### src/hw/rtl/xtea_ctr_pkg.sv
package xtea_ctr_pkg;

  localparam int unsigned ROUND_COUNT_DEF = 32;
  localparam logic [31:0] DELTA           = 32'h9E3779B9;
  localparam logic [31:0] POS_MAX         = 32'hFFFFFFFF;
  localparam int unsigned KEY_SHIFT       = 11;

  localparam int unsigned CFG_IDX_W = 3;
  localparam logic [CFG_IDX_W-1:0] CFG_KEY0  = 3'd0;
  localparam logic [CFG_IDX_W-1:0] CFG_KEY1  = 3'd1;
  localparam logic [CFG_IDX_W-1:0] CFG_KEY2  = 3'd2;
  localparam logic [CFG_IDX_W-1:0] CFG_KEY3  = 3'd3;
  localparam logic [CFG_IDX_W-1:0] CFG_NONCE = 3'd4;

  typedef struct packed {
    logic [7:0]  data_byte;
    logic        start_req;
    logic [31:0] offset;
    logic        last_in;
  } in_t;

  typedef struct packed {
    logic [7:0] out_byte;
    logic       error;
    logic       last_out;
  } out_t;

  typedef struct packed {
    logic [7:0] data_byte;
    logic [2:0] sel;
    logic       error;
    logic       last;
  } side_t;

  typedef struct packed {
    logic [31:0] v0;
    logic [31:0] v1;
    side_t       side;
  } stage_t;

  typedef logic [3:0][31:0] key_t;

  // round constant seen by half-round step: the second half uses the advanced sum
  function automatic logic [31:0] step_sum(int unsigned step);
    logic [31:0] rnd;
    rnd = 32'((step >> 1) + (step & 1));
    return rnd * DELTA;
  endfunction

  function automatic logic [1:0] step_key_sel(int unsigned step);
    logic [31:0] s;
    s = step_sum(step);
    return ((step & 1) != 0) ? 2'(s >> KEY_SHIFT) : s[1:0];
  endfunction

endpackage

### src/hw/rtl/xtea_ctr_out.sv
module xtea_ctr_out (
  input  logic                 clk,
  input  logic                 rst,
  input  logic                 up_valid,
  input  xtea_ctr_pkg::stage_t up,
  output logic                 ready,
  output logic                 out_valid,
  input  logic                 out_stall,
  output xtea_ctr_pkg::out_t   out_data
);
  import xtea_ctr_pkg::*;

  logic [63:0] block;
  logic [2:0]  rsel;
  logic [7:0]  ks;

  assign block = {up.v0, up.v1};
  assign rsel  = ~up.side.sel;
  assign ks    = block[{rsel, 3'b000} +: 8];
  assign ready = !out_valid || !out_stall;

  always_ff @(posedge clk) begin
    if (rst) begin
      out_valid <= 1'b0;
    end else if (ready) begin
      out_valid <= up_valid;
    end
  end

  always_ff @(posedge clk) begin
    if (ready && up_valid) begin
      out_data.out_byte <= up.side.error ? 8'd0 : (up.side.data_byte ^ ks);
      out_data.error    <= up.side.error;
      out_data.last_out <= up.side.last;
    end
  end

endmodule

### config.mk
export PLATFORM = sky130hd
export DESIGN_NAME = xtea_ctr_out
export DESIGN_NICKNAME = d
export VERILOG_FILES = /design/src/hw/rtl/xtea_ctr_pkg.sv /design/src/hw/rtl/xtea_ctr_out.sv
export SDC_FILE = /design/constraint.sdc
export NUM_CORES = 1
export LEC_CHECK = 0
export ABC_CLOCK_PERIOD_IN_PS = 3950
export BUFFER_PORTS_ARGS = -buffer_cell sky130_fd_sc_hd__buf_4
export CORE_ASPECT_RATIO = 0.6
export CORE_MARGIN = 2
export CORE_UTILIZATION = 32
export CTS_CLUSTER_DIAMETER = 40
export CTS_CLUSTER_SIZE = 30
export DETAILED_ROUTE_END_ITERATION = 12
export HOLD_SLACK_MARGIN = 0.02
export PLACE_DENSITY = 0.67
export SLEW_MARGIN = 10
export SYNTH_ARGS = -nofsm -noshare
export SYNTH_HDL_FRONTEND = slang
export SYNTH_SLANG_ARGS = --single-unit
### constraint.sdc
create_clock -name clk -period 3.95 [get_ports clk]
set_input_delay 0.395 -clock clk [delete_from_list [all_inputs] [get_ports clk]]
set_output_delay 0.395 -clock clk [all_outputs]
set_load 0.01 [all_outputs]
==> run summary <==
P&R area growth vs syn = 59.05%
grt total ovfl = 0
fraction of the mapped netlist area in adder cells = 0
worst-path fanout max = 32
complex-gate fraction of the synthesized area = 0.1603
Post-Route WL = 3.133 mm
fin nets = 269
syn nets = 179
Seq/Total Area, Yosys = 0.2647
ys flop type = edfxtp_1
Final Power = 0.4333 mW
Yosys top cell by area = edfxtp_1
largest net degree at the start of global routing = 33
syn_area_per_cell = 12.35 sq um
I/O Pins = 93
Final Max Tran Viols = 0
initial antenna violation count = 0
Tcrit/Tclk final = 0.4551
main combinational cell family by area after synthesis = multiplexers
crit path launch type = input port
initial DRC count = 7
Hold Path Class = in -> reg
fraction of layout cells with a size suffix above 1 = 0.6845
DR pass1 iterations = 3
post-synthesis async set-or-reset flop share = 0
antenna cells = 0
post-CTS setup buffers = 0
Placer Congestion = 0.7525
core area = 3637 sq um
DP HPWL = 2.695 mm
Setup-failing EPs final = 0
WP data required = 3.94 ns
largest cells by area after synthesis = edfxtp_1 (25%), mux2_4 (21%), mux2i_1 (13%)
CTS tree = done
post-cts resize count = 0
Clock Tree Buf Depth = 2
die width = 83.38 um
warnings from Yosys = 0
status = complete, no violations
Peak supply drop = 116.6 uV
Clk pin slew, worst setup/hold paths = 0.05 ns
most common cell in the netlist = mux2_4
multiplexer share of the synthesized area = 0.4085
Crit Path Class = in -> reg
synthesis-stage register bit count = 11
clock sinks = 11
Post-Synth XOR/XNOR Area = 0
R2R depth = 2
Finished Core Util = 0.5291
wire per inst = 13.39 um
DR vias = 1135
H-Tree Depth = 1
Tot GR Track Use = 0.1451
die area = 4305 sq um
EDFF count, synth = 10
global-route wire length before repair = 4.899 mm
PD cells = 225.2 nW/um^2
Worst Path Arrival = 1.79 ns
Rows = 17
Worst-Skew Late Latency = 0.24 ns
hold_ws = 0.3099 ns
Leakage = 0.9320 nW
Setup crit end kind = register
Num CTS Buffers = 3
post-DR vias/cell = 4.850
Final Skew = 0.005215 ns
placed cell count = 230
Worst Max-Slew Pin Slew = 0.9204 ns
hold buffers post-CTS = 0
Die H = 51.63 um
vias in the first global route = 1127
WHS Path Cells = 2
final non-filler cell total = 234
Gate Count Post-Synth = 98
Synth cell types = 21
Starting Density = 0.3326
Synth Area in Simple Gates = 0.1003
FMAX = 556.3 MHz
Max Cap Viol = 0
DRC errors left = 0
RSZ-0062 raised after global routing = false
mapped cell area = 1210 sq um
Max-slew headroom = 0.3852
Post-synth top cells = mux2_4 (17), mux2i_1 (16), edfxtp_1 (10)
fin crit period = 1.798 ns
final setup TNS = 0 ns
share of the synthesized area in the top cell type = 0.2482
Root Buffer = clkbuf_8
antenna viol nets, final = 0
IO buf count = 92
Fin. Hold Viols = 0
power breakdown:
group	internal, mW	total [mW]	switching [mW]
Combinational	0.114	0.178	0.0641
Clock	0.0709	0.114	0.0429
Sequential	0.139	0.142	0.00295
Total	0.323	0.433	0.110
cell type report:
| cell class | count | area, sq um |
|---|---|---|
| Clock buffer | 4 | 45.04 |
| Fill cell | 328 | 1713 |
| Multi-Input combinational cell | 80 | 809.5 |
| Sequential cell | 11 | 320.3 |
| Tap cell | 47 | 58.81 |
| Timing Repair Buffer | 92 | 690.7 |
sequential cells by signal, indices dropped and copies added (netlist names):
signal	flops
out_data	10
out_valid	1
path summary, 6_finish.rpt:
| path | startpoint | to | slack, ns |
|---|---|---|---|
| setup / recovery | up[2] | out_data[9] | 2.15 |
| hold / removal | rst | out_valid | 0.31 |
| setup reg to reg | out_valid | out_data[3] | 2.79 |
| hold reg to reg | out_valid | out_valid | 0.52 |
placed cells by master, fill, tap and decap left out, drive strengths merged:
cell type / Yosys / final
buf: 4 / 92
mux2: 24 / 24
mux2i: 16 / 16
edfxtp: 10 / 10
nor2: 10 / 10
nor2b: 9 / 9
a221oi: 8 / 8
o22ai: 8 / 8
clkbuf: 3 / 4
nand2: 2 / 2
and2: 1 / 1
nand2b: 1 / 1
a21oi: 1 / 1
dfxtp: 1 / 1
cell families after synthesis:
| family | after synthesis |
|---|---|
| mux | 40 |
| simple gates | 23 |
| compound gates | 17 |
| flops | 11 |
| buf+inv | 7 |
layer usage:
layer	up-vias	wire length [um]	track usage
li1	558	-	-
met1	521	1255	0.1515
met4	0	27	0.04098
met3	4	247	0.04444
met5	-	0	0
met2	52	1602	0.2876
stage by stage:
step                      area [sq um]  worst slack (ns)
after detailed placement          1879             1.886
after global placement            1879             1.935
after global routing              1924             2.096
final                             1924             2.152
after CTS                         1924             2.144
after floorplan                   1210             2.190
worst max-delay path, cell delays in order:
cell and delay [ns]:
buf_4 0.41, mux2_2 0.39, o22ai_1 0.19, a221oi_2 0.06, mux2_4 0.32
Power figures use the tool's default switching activity.
