## config.mk

```make
export PLATFORM = sky130hd
export DESIGN_NAME = xtea_ctr_cell
export DESIGN_NICKNAME = d
export VERILOG_FILES = /design/src/hw/rtl/xtea_ctr_pkg.sv /design/src/hw/rtl/xtea_ctr_cell.sv
export SDC_FILE = /design/constraint.sdc
export NUM_CORES = 1
export LEC_CHECK = 0
export ABC_AREA = 0
export BUFFER_PORTS_ARGS = -buffer_cell sky130_fd_sc_hd__buf_2
export CAP_MARGIN = 40
export CORE_AREA = 2 2 112 114
export DETAILED_ROUTE_END_ITERATION = 8
export DIE_AREA = 0 0 114 116
export GPL_ROUTABILITY_DRIVEN = 0
export GPL_TIMING_DRIVEN = 0
export PLACE_DENSITY = 0.86
export SLEW_MARGIN = 5
export SYNTH_ARGS = -nofsm -noshare
export SYNTH_HDL_FRONTEND = slang
export SYNTH_SLANG_ARGS = --single-unit
```

## constraint.sdc

```tcl
create_clock -name clk -period 9.2 [get_ports clk]
set_input_delay 0 -clock clk [delete_from_list [all_inputs] [get_ports clk]]
set_output_delay 0 -clock clk [all_outputs]
set_load 0.01 [all_outputs]
```

## src/hw/rtl/xtea_ctr_pkg.sv

```systemverilog
package xtea_ctr_pkg;

  localparam int unsigned ROUND_COUNT_DEF = 32;
  localparam logic [31:0] DELTA           = 32'h9E3779B9;
  localparam logic [31:0] POS_MAX         = 32'hFFFFFFFF;
  localparam int unsigned KEY_SHIFT       = 11;

  localparam int unsigned CFG_IDX_W = 3;
  localparam logic [CFG_IDX_W-1:0] CFG_KEY0  = 3'd0;
  localparam logic [CFG_IDX_W-1:0] CFG_KEY1  = 3'd1;
  localparam logic [CFG_IDX_W-1:0] CFG_KEY2  = 3'd2;
  localparam logic [CFG_IDX_W-1:0] CFG_KEY3  = 3'd3;
  localparam logic [CFG_IDX_W-1:0] CFG_NONCE = 3'd4;

  typedef struct packed {
    logic [7:0]  data_byte;
    logic        start_req;
    logic [31:0] offset;
    logic        last_in;
  } in_t;

  typedef struct packed {
    logic [7:0] out_byte;
    logic       error;
    logic       last_out;
  } out_t;

  typedef struct packed {
    logic [7:0] data_byte;
    logic [2:0] sel;
    logic       error;
    logic       last;
  } side_t;

  typedef struct packed {
    logic [31:0] v0;
    logic [31:0] v1;
    side_t       side;
  } stage_t;

  typedef logic [3:0][31:0] key_t;

  // round constant seen by half-round step: the second half uses the advanced sum
  function automatic logic [31:0] step_sum(int unsigned step);
    logic [31:0] rnd;
    rnd = 32'((step >> 1) + (step & 1));
    return rnd * DELTA;
  endfunction

  function automatic logic [1:0] step_key_sel(int unsigned step);
    logic [31:0] s;
    s = step_sum(step);
    return ((step & 1) != 0) ? 2'(s >> KEY_SHIFT) : s[1:0];
  endfunction

endpackage

```

## src/hw/rtl/xtea_ctr_cell.sv

```systemverilog
module xtea_ctr_cell #(
  parameter int unsigned STEP = 0
) (
  input  logic                 clk,
  input  logic                 rst,
  input  xtea_ctr_pkg::key_t   key,
  input  logic                 up_valid,
  input  xtea_ctr_pkg::stage_t up,
  input  logic                 ready_next,
  output logic                 ready,
  output logic                 valid,
  output xtea_ctr_pkg::stage_t dn
);
  import xtea_ctr_pkg::*;

  localparam logic [31:0] SUM  = step_sum(STEP);
  localparam logic [1:0]  KSEL = step_key_sel(STEP);
  localparam bit          SECOND = (STEP & 1) != 0;

  logic [31:0] src;
  logic [31:0] mix;
  logic [31:0] f;
  stage_t      nxt;

  assign src = SECOND ? up.v0 : up.v1;
  assign mix = SUM + key[KSEL];
  assign f   = ((src << 4) ^ (src >> 5)) + src;

  always_comb begin
    nxt = up;
    if (SECOND) begin
      nxt.v1 = up.v1 + (f ^ mix);
    end else begin
      nxt.v0 = up.v0 + (f ^ mix);
    end
  end

  assign ready = !valid || ready_next;

  always_ff @(posedge clk) begin
    if (rst) begin
      valid <= 1'b0;
    end else if (ready) begin
      valid <= up_valid;
    end
  end

  always_ff @(posedge clk) begin
    if (ready && up_valid) begin
      dn <= nxt;
    end
  end

endmodule

```

==> results.md <==
* Worst-skew pair later-pin latency at 340 ps
* Max Cap Viol at 0
* Top cell type's share of synthesized area at 37.9%
* Total Routing Usage GR at 24.4%
* CTS sink cnt at 78
* Htree depth at 3
* Final period util at 55.2%
* Setup Skew at 4.06 ps
* Ports at 288
* Setup-failing EPs final at 0
* Footprint of the multi-input gates at 0.00367 sq mm
* Share of total power in sequential cells at 29.7%
* Switching Fraction at 36.8%
* Max clock buf depth at 2
* Via count at 5351
* Required time of the critical path at 9290 ps
* FMAX at 0.197 GHz
* Clock Power Share at 19.9%
* Hold WC Path Type: in -> reg
* Number of flops mapped to enable cells by yosys at 77
* Via density at 5.43
* Die H at 116 um
* Netlist cell types at 57
* Pre-CTS setup slack at 4340 ps
* Routed length per instance at 16.4 um
* Final WS setup at 4120 ps
* First-pass GRT wire length at 25000 um
* First-pass DRT Iterations at 5
* Initial Util at 51.2%
* Syn avg cell area at 10.5 sq um
* Register area at 0.00233 sq mm
* Post-synthesis compound-gate area fraction at 18.2%
* Ys flop type: edfxtp_1
* Fillers at 961
* Rows at 40
* Slew headroom at 59.1%
* Starting DRC count in detailed routing at 355
* Post-synthesis sequential area ratio at 38.3%
* Cells on worst reg2reg path at 3
* Fin util at 67.4%
* P&R area growth vs syn at 31.7%
* Adder-cell share of the synthesized area at 14.8%
* Setup TNS at 0 ps
* Nets at 1110
* Num CTS Buffers at 9
* Final slew viol count at 0
* Core ar. at 0.0119 sq mm
* Pwr/cell area at 215 mW/mm^2
* Leading area contributor after synthesis: edfxtp_1
* CP arrival at 5160 ps
* Cells after Synth at 579
* Largest net degree at the start of global routing at 41
* Root Buffer: clkbuf_16
* Max VDD drop at 0.122 mV
* Worst r2r src: valid$_SDFFE_PP0N_
* Synthesized area at 0.00609 sq mm
* Actual slew at the worst max-slew pin at 605 ps
* Worst-path maximum fanout at 5
* Reg2reg end: dn[41]$_DFFE_PP_
* I/O Buffers at 191
* Combinational share of power at 50.4%
* Ys async rst share at 0%
* Net switching power figure at 0.000637 W
* XOR/XNOR share of the synthesized area at 16.0%
* CTS tree: yes
* Unrepaired setup endpoints after global routing: false
* Hpwl dp at 12500 um
* Period minus WS final at 5080 ps
* CP Capture Point: dn[75]$_DFFE_PP_
* Residual DRC at 0
* ANT nets after route at 0
* Status: finished clean
* Synth Warn # at 0
* Drt total wl at 16200 um
* Top cells by area, synth: edfxtp_1, ha_1, xnor2_1, xor2_1, a21o_1
* Synth cell count leaders: edfxtp_1, ha_1, xnor2_1
* Worst setup SP type: input port
* Critical setup path kind: in -> reg
* Total gr overflow at 0
* Fin. Hold Viols at 0
* Number of global-route vias before repair at 5166
* Worst setup EP type: flip-flop
* Mux contribution to synthesized area at 0%
* P_leak at 3.66 nW
* Initial antenna violation count at 3
* Simple-gate portion of the synthesized area at 11.2%
* Main combinational cell family by area after synthesis: compound AO/OA/AOI/OAI gates
* Die X-Extent at 114 um
* Clock-pin slew of the registers on the worst-case setup and hold paths at 60 ps
* Int Power at 0.00109 W
* Register bit total from synthesis at 78
* Crit path from: up[26]
* Die area at 0.0132 sq mm
* Layout cells sized above 1 at 26.9%
* Worst reg2reg setup slack at 7650 ps
* Net count after synthesis at 859
* Count leader, synth: edfxtp_1
-- area by class of cell --
type	count	share of cell area [%]
clock buffers	10	2.85
plain buffers	7	0.436
flip-flops and latches	78	29.1
repair buffers	240	18.1
multi-input cells	478	45.7
inverters	16	0.748
diodes	3	0.0935
well taps	147	2.29
clock inverters	6	0.655
-- per-stage QoR --
step / instance area [sq um] / power [W] / std cells / hold WS, ps
after floorplan: 6090 / 0.00114 / 579 / 69.1
after global placement: 7230 / 0.00134 / 917 / 159
after detailed placement: 7260 / 0.00137 / 918 / 160
after CTS: 8020 / 0.00173 / 982 / 34.2
after global routing: 8020 / 0.00185 / 984 / 65.7
final: 8030 / 0.00173 / 985 / 44.4
-- repair_timing --
item	4_1_cts	5_1_grt
resized for setup	0	0
endpoints found under the hold margin	47	0
buffers inserted	0	0
hold buffers	48	0
-- critical path, cell delays in order --
cell	delay, ps
dlygate4sd3_1	530
buf_2	170
xor2_1	210
ha_1	300
o21a_1	180
nor2_1	150
nor2_1	90
a221o_1	320
a41o_2	280
a21bo_2	240
a21o_1	170
a21oi_1	170
xnor2_1	180
ha_1	330
and4_1	240
a221o_1	400
a211o_1	300
o211ai_1	130
nand3_1	140
a31oi_1	300
o21ai_0	160
xor2_1	160
-- cell families (layout without fill, tap and decap cells) --
kind of cell,after synthesis,after routing
AO/OA/AOI/OAI,161,161
XOR/XNOR,111,111
adder cells (fa/ha/maj),71,71
buffers and inverters,23,279
flip-flops,78,78
other,0,3
AND/OR/NAND/NOR,135,135
-- metal layers --
layer  vias to the layer above  GRT usage (%)  share of wire (%)
li1                       2675              -                  -
met1                      2402           31.9                 44
met2                       237           38.6                 45
met3                        35           5.70                7.8
met4                         2           11.3                3.0
met5                         -              0              0.080
-- flip-flops by register name, summed over array words and instances, names as in the netlist --
| register | flops |
|---|---|
| valid | 1 |
| dn | 77 |
-- how the worst min path moves through the flow --
stage	startpoint	to	slack, ps	depth (start not counted)
finish	up[46]	dn[46]$_DFFE_PP_	40	2
global route	up[46]	dn[46]$_DFFE_PP_	70	2
CTS	up[46]	dn[46]$_DFFE_PP_	30	2
detailed placement	rst	valid$_SDFFE_PP0N_	160	2
global placement	rst	valid$_SDFFE_PP0N_	160	2
floorplan	rst	valid$_SDFFE_PP0N_	70	1
-- power by group through the flow --
stage | Combinational, W | Clock [W] | Sequential [W]
2_1_floorplan | 0.000575 | 0 | 0.000565
3_3_place_gp | 0.000823 | 0 | 0.000521
3_5_place_dp | 0.000844 | 0 | 0.000522
4_1_cts | 0.000864 | 0.000349 | 0.000515
5_1_grt | 0.000967 | 0.000364 | 0.000520
6_report | 0.000871 | 0.000344 | 0.000514
-- cells in the final DEF, fill, tap and decap left out, types with 4 or more instances in the layout --
| cell | n |
|---|---|
| edfxtp_1 | 77 |
| a21o_1 | 35 |
| a21oi_1 | 47 |
| and3_1 | 5 |
| ha_1 | 69 |
| o21a_1 | 7 |
| clkbuf_16 | 9 |
| clkbuf_1 | 5 |
| nor2_1 | 28 |
| and2_1 | 5 |
| inv_1 | 16 |
| dlygate4sd3_1 | 48 |
| xnor2_1 | 57 |
| nand2_1 | 28 |
| o2111ai_1 | 4 |
| xor2_1 | 54 |
| a31oi_1 | 6 |
| nor2b_1 | 6 |
| or3_1 | 4 |
| nor3b_1 | 4 |
| nand2b_1 | 5 |
| or2_2 | 6 |
| o21ai_0 | 25 |
| nor3_1 | 10 |
| buf_2 | 192 |
| nand3_1 | 18 |
| nand4_1 | 8 |
Power figures use the tool's default switching activity.
