==> config.mk <==
export PLATFORM = sky130hd
export DESIGN_NAME = xtea_ctr_front
export DESIGN_NICKNAME = d
export VERILOG_FILES = /design/src/hw/rtl/xtea_ctr_pkg.sv /design/src/hw/rtl/xtea_ctr_front.sv
export SDC_FILE = /design/constraint.sdc
export NUM_CORES = 1
export LEC_CHECK = 0
export BUFFER_PORTS_ARGS = -buffer_cell sky130_fd_sc_hd__clkbuf_2
export CAP_MARGIN = 20
export CORE_ASPECT_RATIO = 0.7
export CORE_MARGIN = 5
export CORE_UTILIZATION = 45
export DETAILED_ROUTE_END_ITERATION = 10
export GPL_ROUTABILITY_DRIVEN = 0
export PLACE_DENSITY = 0.73
export SYNTH_ARGS = -nofsm -noshare
export SYNTH_HDL_FRONTEND = slang
export SYNTH_SLANG_ARGS = --single-unit
==> constraint.sdc <==
create_clock -name clk -period 6 [get_ports clk]
set_clock_uncertainty 0.2 [all_clocks]
set_input_delay 1.8 -clock clk [delete_from_list [all_inputs] [get_ports clk]]
set_output_delay 1.8 -clock clk [all_outputs]
set_load 0.03 [all_outputs]
==> src/hw/rtl/xtea_ctr_pkg.sv <==
package xtea_ctr_pkg;

  localparam int unsigned ROUND_COUNT_DEF = 32;
  localparam logic [31:0] DELTA           = 32'h9E3779B9;
  localparam logic [31:0] POS_MAX         = 32'hFFFFFFFF;
  localparam int unsigned KEY_SHIFT       = 11;

  localparam int unsigned CFG_IDX_W = 3;
  localparam logic [CFG_IDX_W-1:0] CFG_KEY0  = 3'd0;
  localparam logic [CFG_IDX_W-1:0] CFG_KEY1  = 3'd1;
  localparam logic [CFG_IDX_W-1:0] CFG_KEY2  = 3'd2;
  localparam logic [CFG_IDX_W-1:0] CFG_KEY3  = 3'd3;
  localparam logic [CFG_IDX_W-1:0] CFG_NONCE = 3'd4;

  typedef struct packed {
    logic [7:0]  data_byte;
    logic        start_req;
    logic [31:0] offset;
    logic        last_in;
  } in_t;

  typedef struct packed {
    logic [7:0] out_byte;
    logic       error;
    logic       last_out;
  } out_t;

  typedef struct packed {
    logic [7:0] data_byte;
    logic [2:0] sel;
    logic       error;
    logic       last;
  } side_t;

  typedef struct packed {
    logic [31:0] v0;
    logic [31:0] v1;
    side_t       side;
  } stage_t;

  typedef logic [3:0][31:0] key_t;

  // round constant seen by half-round step: the second half uses the advanced sum
  function automatic logic [31:0] step_sum(int unsigned step);
    logic [31:0] rnd;
    rnd = 32'((step >> 1) + (step & 1));
    return rnd * DELTA;
  endfunction

  function automatic logic [1:0] step_key_sel(int unsigned step);
    logic [31:0] s;
    s = step_sum(step);
    return ((step & 1) != 0) ? 2'(s >> KEY_SHIFT) : s[1:0];
  endfunction

endpackage

==> src/hw/rtl/xtea_ctr_front.sv <==
module xtea_ctr_front (
  input  logic                 clk,
  input  logic                 rst,
  input  logic                 in_valid,
  output logic                 in_stall,
  input  xtea_ctr_pkg::in_t    in_data,
  input  logic [63:0]          nonce,
  input  logic                 ready_next,
  output logic                 valid,
  output xtea_ctr_pkg::stage_t dn
);
  import xtea_ctr_pkg::*;

  logic [31:0] byte_position;
  logic        overflowed;
  logic [31:0] pos;
  logic        err;
  logic        ready;
  logic        accept;
  logic [63:0] counter;

  assign ready    = !valid || ready_next;
  assign in_stall = !ready;
  assign accept   = in_valid && ready;

  assign pos     = in_data.start_req ? in_data.offset : byte_position;
  assign err     = in_data.start_req ? 1'b0 : overflowed;
  assign counter = nonce + {35'd0, pos[31:3]};

  always_ff @(posedge clk) begin
    if (rst) begin
      byte_position <= '0;
      overflowed    <= 1'b0;
      valid         <= 1'b0;
    end else begin
      if (accept) begin
        byte_position <= err ? byte_position : pos + 32'd1;
        overflowed    <= err || (pos == POS_MAX);
      end
      if (ready) begin
        valid <= in_valid;
      end
    end
  end

  always_ff @(posedge clk) begin
    if (accept) begin
      dn.v0             <= counter[63:32];
      dn.v1             <= counter[31:0];
      dn.side.data_byte <= in_data.data_byte;
      dn.side.sel       <= pos[2:0];
      dn.side.error     <= err;
      dn.side.last      <= in_data.last_in;
    end
  end

endmodule

==> metrics.txt, run 1 <==
top cells by area, synth=edfxtp_1 (33%), dfxtp_1 (9.8%), xor2_1 (5.6%); crit end category=flop; sequential area share after synthesis=0.433; share of cells above drive strength 1=0.286; clk slew on worst S/H paths=70 ps; CP arrival=5110 ps; DP Area=0.00802 mm^2; pre-CTS WS=435 ps; Final Slew Violations=0; Layout fillers=1369; smallest hold slack=257 ps; CTS H-tree lvls=3; Post-synth EDFFs=77; worst hold path class=reg -> reg; initial core utilization=0.465; initial antenna violation count=0; maximum clock insertion buffer count=2; final wirelength=18.4 mm; slowest CP cell=a311oi_1; crit path cell chain=clkbuf_2 > buf_4 > mux2i_1 > inv_1 > ha_1 > a21oi_1 > o21ai_0 > nand4_1 > a311oi_1 > nor2_1 > or2_1 > nor3_1 > xor2_1; run status=complete, no violations; FF+latch count, synth=111; max incr delay on CP=440 ps; Synth Flop Type=edfxtp_1; cell family with most CP delay=simple AND/OR/NAND/NOR gates; Pwr Density=258 mW/mm^2; crit path max fanout=18; TritonRoute pass-1 iters=5; worst path bufs/invs=3; Post-Synthesis Cell Area=0.00691 mm^2; number of vias per cell=5.36; num rows=37; Mapped Nets=852; largest net degree at the start of global routing=44; cts bufs inserted=9; DIE AREA=0.0180 mm^2; Final Cycle Share=0.871; total power=2160 uW; Worst Max-Slew Pin Slew=787 ps; max frequency=191 MHz; vias post-DR=5849; area of the multi-input gates=0.00370 mm^2; critical path class=in -> reg; Post-CTS Setup Inserts=0; fin area=0.00837 mm^2; DRT iter0 DRCs=441; Boundary Pins=189; die height=114 um; Worst EP required=5890 ps; Storage cell area=0.00299 mm^2; Die X=158 um; area grow syn2layout=21.1%; final net count=1032; relative slew slack=0.475; Period minus WS final=5220 ps; Setup TNS=0 ps; ys async rst share=0; vias in the first global route=5442; area leader, netlist=edfxtp_1; gr ovfl total=0; Post-DP HPWL=14.6 mm; Ys Warns=0; clk_lat worst skew=350 ps; Final Worst Setup Slack=775 ps; Setup-failing EPs final=0; ANT cells=0; core region area=0.0149 mm^2; Mapped Avg Cell Area=9.72 um^2; port bufs=188; Critical Path Start Type=input port; Hold Buf Count CTS=0; max-cap viol count=0; share of Yosys cell area claimed by the top area cell type=0.335; Final ANT Viol Nets=0; leakage power=0.00362 uW; CTS Root Cell=clkbuf_16; Gates resized, CTS repair=0; Clock Sink Count=111; Peak VDD IR=0.123 mV; Mapped Cells=711; RSZ-0062 raised after global routing=no; Final Hold Fails=0; DRC Markers=0; distinct cell type count after synthesis=67; CTS tree=built; Tot GR Track Use=0.200; routed len/inst=16.9 um; first-pass GRT wire length=28.5 mm
-- path summary, 6_finish.rpt --
check	from	end	slack, ps	cells past startpoint
hold reg to reg	byte_position[21]$_SDFFE_PP0P_	byte_position[21]$_SDFFE_PP0P_	260	2
setup / recovery	in_data[33]	dn[71]$_DFFE_PP_	780	13
setup reg to reg	byte_position[3]$_SDFFE_PP0P_	dn[71]$_DFFE_PP_	2390	11
hold / removal	byte_position[21]$_SDFFE_PP0P_	byte_position[21]$_SDFFE_PP0P_	260	2
-- layout by cell type (no fill, tap or decap), types with 24 or more instances in the layout --
cell type / Yosys / routed
xnor2_1: 43 / 43
ha_1: 30 / 30
nand2_1: 101 / 101
mux2_2: 24 / 24
nor2_1: 52 / 52
a21oi_1: 62 / 62
clkbuf_2: 0 / 188
nand3_1: 30 / 30
edfxtp_1: 77 / 77
dfxtp_1: 34 / 34
xor2_1: 44 / 44
-- sequential cells by signal, indices dropped and copies added, names as in the netlist --
signal	count
dn	77
byte_position	32
overflowed	1
valid	1
-- through the flow --
step,util,cells
global route,0.563,1091
global placement,0.540,1075
CTS,0.563,1091
detailed placement,0.540,1075
finish,0.563,1091
floorplan,-,711
-- cell type report --
class | instances | share of cell area
timing repair buffer | 199 | 0.122
sequential | 111 | 0.358
tap | 195 | 0.0292
clock buffer | 9 | 0.0269
inverter | 16 | 0.00718
multi-input combinational | 554 | 0.442
clock inverter | 7 | 0.0150
-- synth_stat cells, types with 3 or more instances --
cell	count
ha_1	30
a21oi_2	3
a31oi_1	7
nor2b_1	9
nand3_1	30
xor2_1	44
clkbuf_1	14
edfxtp_1	77
and2_1	3
and3_1	9
nand3b_1	3
dfxtp_1	34
nand2_1	101
nor3_1	15
inv_1	16
nand2b_1	3
o21ai_0	21
nand4_1	15
xnor2_1	43
nor2_1	52
a21o_1	15
mux2i_1	8
o211ai_1	4
nor4_1	8
buf_2	10
mux2_2	24
o21bai_1	4
a21oi_1	62
-- worst min-delay path, stage by stage, from the launching register on --
cell and delay, ps:
dfxtp_1 310, nand2_1 50, a21oi_1 50
-- cells by family (layout without fill, tap and decap cells) --
group,count (synthesis),count (layout),share of synthesized area
AO/OA/AOI/OAI,136,136,0.122
XOR/XNOR,87,87,0.110
adder cells (fa/ha/maj),31,31,0.0572
buffers and inverters,46,231,0.0330
flip-flops,111,111,0.433
multiplexers,32,32,0.0507
AND/OR/NAND/NOR,268,268,0.194
-- where the power goes --
part	switching [uW]	total, uW	internal, uW
sequential	21.9	921	899
clock	291	705	414
combinational	346	534	188
total	659	2160	1500
-- routing by layer --
layer,GRT usage,share of wire,up-vias
li1,-,-,2917
met1,0.308,0.49,2699
met2,0.282,0.42,212
met3,0.0478,0.078,21
met4,0.0483,0.017,0
met5,0,0,-
Power figures use the tool's default switching activity.
==> run 2: changes to the inputs <==
==> constraint.sdc (replaced) <==
create_clock -name clk -period 6 [get_ports clk]
set_clock_uncertainty 0.2 [all_clocks]
set_input_delay 0.3 -clock clk [delete_from_list [all_inputs] [get_ports clk]]
set_output_delay 0.3 -clock clk [all_outputs]
set_load 0.03 [all_outputs]
==> metrics.txt, run 2 (synthesis results as in run 1) <==
crit end category=flop; Final Cycle Share=0.737; CTS H-tree lvls=3; Worst R2R End=dn[71]$_DFFE_PP_; Boundary Pins=189; Die X=158 um; R2R setup slack=2060 ps; cts bufs inserted=9; most frequent cells in the layout=clkbuf_2 (188), nand2_1 (101), edfxtp_1 (77); TritonRoute pass-1 iters=5; max frequency=226 MHz; port bufs=188; area grow syn2layout=21.7%; clk slew on worst S/H paths=80 ps; Tot GR Track Use=0.206; Peak VDD IR=0.120 mV; num rows=37; clk_lat worst skew=350 ps; crit path max fanout=40; CP arrival=4320 ps; relative slew slack=0.385; Layout fillers=1333; number of vias per cell=5.37; final wirelength=18.9 mm; RSZ-0062 raised after global routing=no; DRC Markers=0; Worst EP required=5900 ps; Final Hold Fails=0; core region area=0.0149 mm^2; maximum clock insertion buffer count=2; final net count=1037; Util after Layout=0.566; vias in the first global route=5584; DRT iter0 DRCs=574; largest net degree at the start of global routing=44; hold path start=nonce[0]; leading registers by flop count=dn: 77 flops, byte_position: 32 flops; Pwr Density=253 mW/mm^2; Final ANT Viol Nets=0; leakage power=0.00363 uW; initial core utilization=0.465; R2R cell count=11; commonest non-fill, non-tap cell in the layout=clkbuf_2; DIE AREA=0.0180 mm^2; RR Startpoint=byte_position[14]$_SDFFE_PP0P_; ANT cells=0; run status=complete, no violations; vias post-DR=5886; critical path class=in -> reg; CTS Root Cell=clkbuf_16; Worst Hold End=dn[13]$_DFFE_PP_; Gates resized, CTS repair=0; worst hold path class=in -> reg; Period minus WS final=4420 ps; Biggest register=dn; Setup-failing EPs final=0; first-pass GRT wire length=29.4 mm; number of flip-flops in the largest register=77; Critical Path Start Type=input port; max-cap viol count=0; share of cells above drive strength 1=0.279; Final Slew Violations=0; Worst Max-Slew Pin Slew=922 ps; gr ovfl total=0; hold path depth=2; die height=114 um; Post-DP HPWL=14.5 mm; Setup TNS=0 ps; Clock Sink Count=111; CTS tree=built; routed len/inst=17.3 um; initial antenna violation count=1
## run 2: cell count changes in the layout (fill, tap and decap cells not counted)
cell	previous run	this run
buf_4	11	6
clkinvlp_4	0	1
clkinv_4	1	2
dlygate4sd3_1	0	10
inv_8	0	1
bufinv_16	3	2
inv_6	3	1
## run 2: worst max-delay path, cell delays in order
cell,delay (ps)
clkbuf_2,680
mux2i_1,490
inv_1,120
ha_1,390
a21oi_1,300
o21ai_0,200
a2111oi_1,610
a311oi_1,210
nor2_1,270
or2_1,450
nor3_1,120
xor2_1,160
## run 2: area by class of cell
type	instances	area, um^2	area share
multi-input combinational	554	3700	0.440
inverter	16	60.1	0.00714
timing repair buffer	204	1090	0.129
clock inverter	7	105	0.0125
tap	195	244	0.0290
sequential	111	2990	0.356
clock buffer	9	225	0.0268
## run 2: power breakdown
part	internal [uW]	switching (uW)	total (uW)
Sequential	899	22.6	922
Combinational	190	348	537
Clock	373	297	669
Total	1460	667	2130
## run 2: repair_timing
action / CTS / global route
hold buffers: 10 / 0
setup endpoints to repair: 0 / 0
setup buffers: 0 / 0
hold endpoints to repair: 10 / 0
## run 2: worst max path at each step
stage	startpoint	endpoint	slack, ps	cells past startpoint
finish	in_data[33]	dn[71]$_DFFE_PP_	1580	12
global route	in_data[33]	dn[71]$_DFFE_PP_	1250	12
CTS	in_data[33]	dn[71]$_DFFE_PP_	1690	12
detailed placement	in_data[33]	dn[71]$_DFFE_PP_	1320	12
global placement	in_data[33]	dn[71]$_DFFE_PP_	1500	12
floorplan	valid$_SDFFE_PP0N_	byte_position[31]$_SDFFE_PP0P_	660	6
## run 2: per-layer routing
metal	track usage	wire, um
met4	0.0545	318
met1	0.315	9140
met3	0.0554	1600
met2	0.285	7860
met5	0	11
## run 2: stage by stage
stage / instance area, um^2 / hold slack (ps) / setup slack, ps / cells / total power (uW)
2_1_floorplan: 6910 / 199 / 662 / 711 / 1310
3_3_place_gp: 7980 / 238 / 1500 / 1070 / 1460
3_5_place_dp: 7980 / 245 / 1320 / 1070 / 1470
4_1_cts: 8410 / 38.1 / 1690 / 1096 / 2140
5_1_grt: 8410 / 49.0 / 1250 / 1096 / 2220
6_report: 8410 / 45.9 / 1580 / 1096 / 2130
==> run 3: changes to the inputs <==
- clock period: 6 -> 4 ns (I/O delays scaled with it)
==> metrics.txt, run 3 (synthesis results as in run 1) <==
Critical Path Start Type=flop; final wirelength=19.7 mm; Die X=158 um; CP arrival=3570 ps; maximum clock insertion buffer count=2; CTS H-tree lvls=3; CTS Root Cell=clkbuf_16; final net count=1076; Clock Sink Count=111; Setup TNS=0 ps; critical path class=reg -> reg; first-pass GRT wire length=30.3 mm; DIE AREA=0.0180 mm^2; Final Worst Setup Slack=317 ps; Worst EP required=3890 ps; clk slew on worst S/H paths=70 ps; Final Hold Fails=0; max-cap viol count=0; commonest non-fill, non-tap cell in the layout=clkbuf_2; die height=114 um; Worst Max-Slew Pin Slew=803 ps; TritonRoute pass-1 iters=5; routed len/inst=17.3 um; vias in the first global route=5722; share of cells above drive strength 1=0.278; num rows=37; largest net degree at the start of global routing=47; area grow syn2layout=26.7%; Pwr Density=358 mW/mm^2; CTS tree=built; gr ovfl total=0; total power=3140 uW; most frequent cells in the layout=clkbuf_2 (188), nand2_1 (101), edfxtp_1 (77); Peak VDD IR=0.201 mV; vias post-DR=6107; worst hold path class=in -> reg; relative slew slack=0.464; Setup-failing EPs final=0; run status=complete, no violations; Final ANT Viol Nets=0; Post-DP HPWL=15.1 mm; Tot GR Track Use=0.214; core region area=0.0149 mm^2; initial antenna violation count=1; RSZ-0062 raised after global routing=no; leakage power=0.00379 uW; Gates resized, CTS repair=0; DRT iter0 DRCs=540; cts bufs inserted=9; pre-CTS WS=2.59 ps; Final Slew Violations=0; Final Cycle Share=0.921; number of flip-flops in the largest register=77; initial core utilization=0.465; crit path max fanout=11; crit end category=flop; max frequency=272 MHz; Period minus WS final=3680 ps; DRC Markers=0; Biggest register=dn; leading registers by flop count=dn: 77 flops, byte_position: 32 flops; port bufs=188; number of vias per cell=5.38; clk_lat worst skew=350 ps; Boundary Pins=189
-- run 3: final timing paths --
kind | start | cells after the start | slack [ps] | end
max | byte_position[3]$_SDFFE_PP0P_ | 11 | 320 | dn[71]$_DFFE_PP_
min | in_data[1] | 4 | 8 | byte_position[0]$_SDFFE_PP0P_
max reg2reg | byte_position[3]$_SDFFE_PP0P_ | 11 | 320 | dn[71]$_DFFE_PP_
min reg2reg | byte_position[21]$_SDFFE_PP0P_ | 2 | 250 | byte_position[21]$_SDFFE_PP0P_
-- run 3: stage by stage --
| step | instances | instance area (um^2) | hold slack (ps) | util |
|---|---|---|---|---|
| 3_5_place_dp | 1082 | 8100 | 179 | 0.545 |
| 3_3_place_gp | 1082 | 8100 | 177 | 0.545 |
| 6_report | 1136 | 8760 | 7.69 | 0.589 |
| 4_1_cts | 1135 | 8750 | 1.42 | 0.589 |
| 2_1_floorplan | 711 | 6910 | 98.9 | - |
| 5_1_grt | 1136 | 8760 | 12.5 | 0.589 |
-- run 3: power breakdown --
| group | internal (uW) | leakage [uW] | total (uW) | switching, uW |
|---|---|---|---|---|
| Combinational | 317 | 0.00263 | 852 | 534 |
| Clock | 485 | 0.000140 | 904 | 419 |
| Sequential | 1350 | 0.00102 | 1380 | 34.2 |
| Total | 2150 | 0.00379 | 3140 | 988 |
-- run 3: critical path, stage by stage (launching register included) --
cell and delay, ps:
dfxtp_1 340, mux2_2 210, ha_1 210, fa_1 260, a21o_1 170, nand4_1 150
a2111o_1 490, a311oi_1 390, nor2_1 150, or2_1 420, nor3_1 300, xor2_1 120
-- run 3: timing repair --
action,4_1_cts,5_1_grt
buffers inserted,0,0
hold endpoints to repair,36,0
hold buffers,37,0
-- run 3: per-layer routing --
| layer | vias to the layer above | share of wire | global-route usage |
|---|---|---|---|
| met4 | 0 | 0.021 | 0.0665 |
| met2 | 282 | 0.42 | 0.302 |
| li1 | 3002 | - | - |
| met3 | 30 | 0.090 | 0.0466 |
| met5 | - | 0 | 0 |
| met1 | 2793 | 0.47 | 0.325 |
-- run 3: layout make-up --
class                      instances  area, um^2
multi-input combinational        554        3700
timing repair buffer             243        1470
inverter                          16        60.1
fill                            1298        6100
clock buffer                      10         229
clock inverter                     6        60.1
sequential                       111        2990
tap                              195         244
antenna                            1        2.50
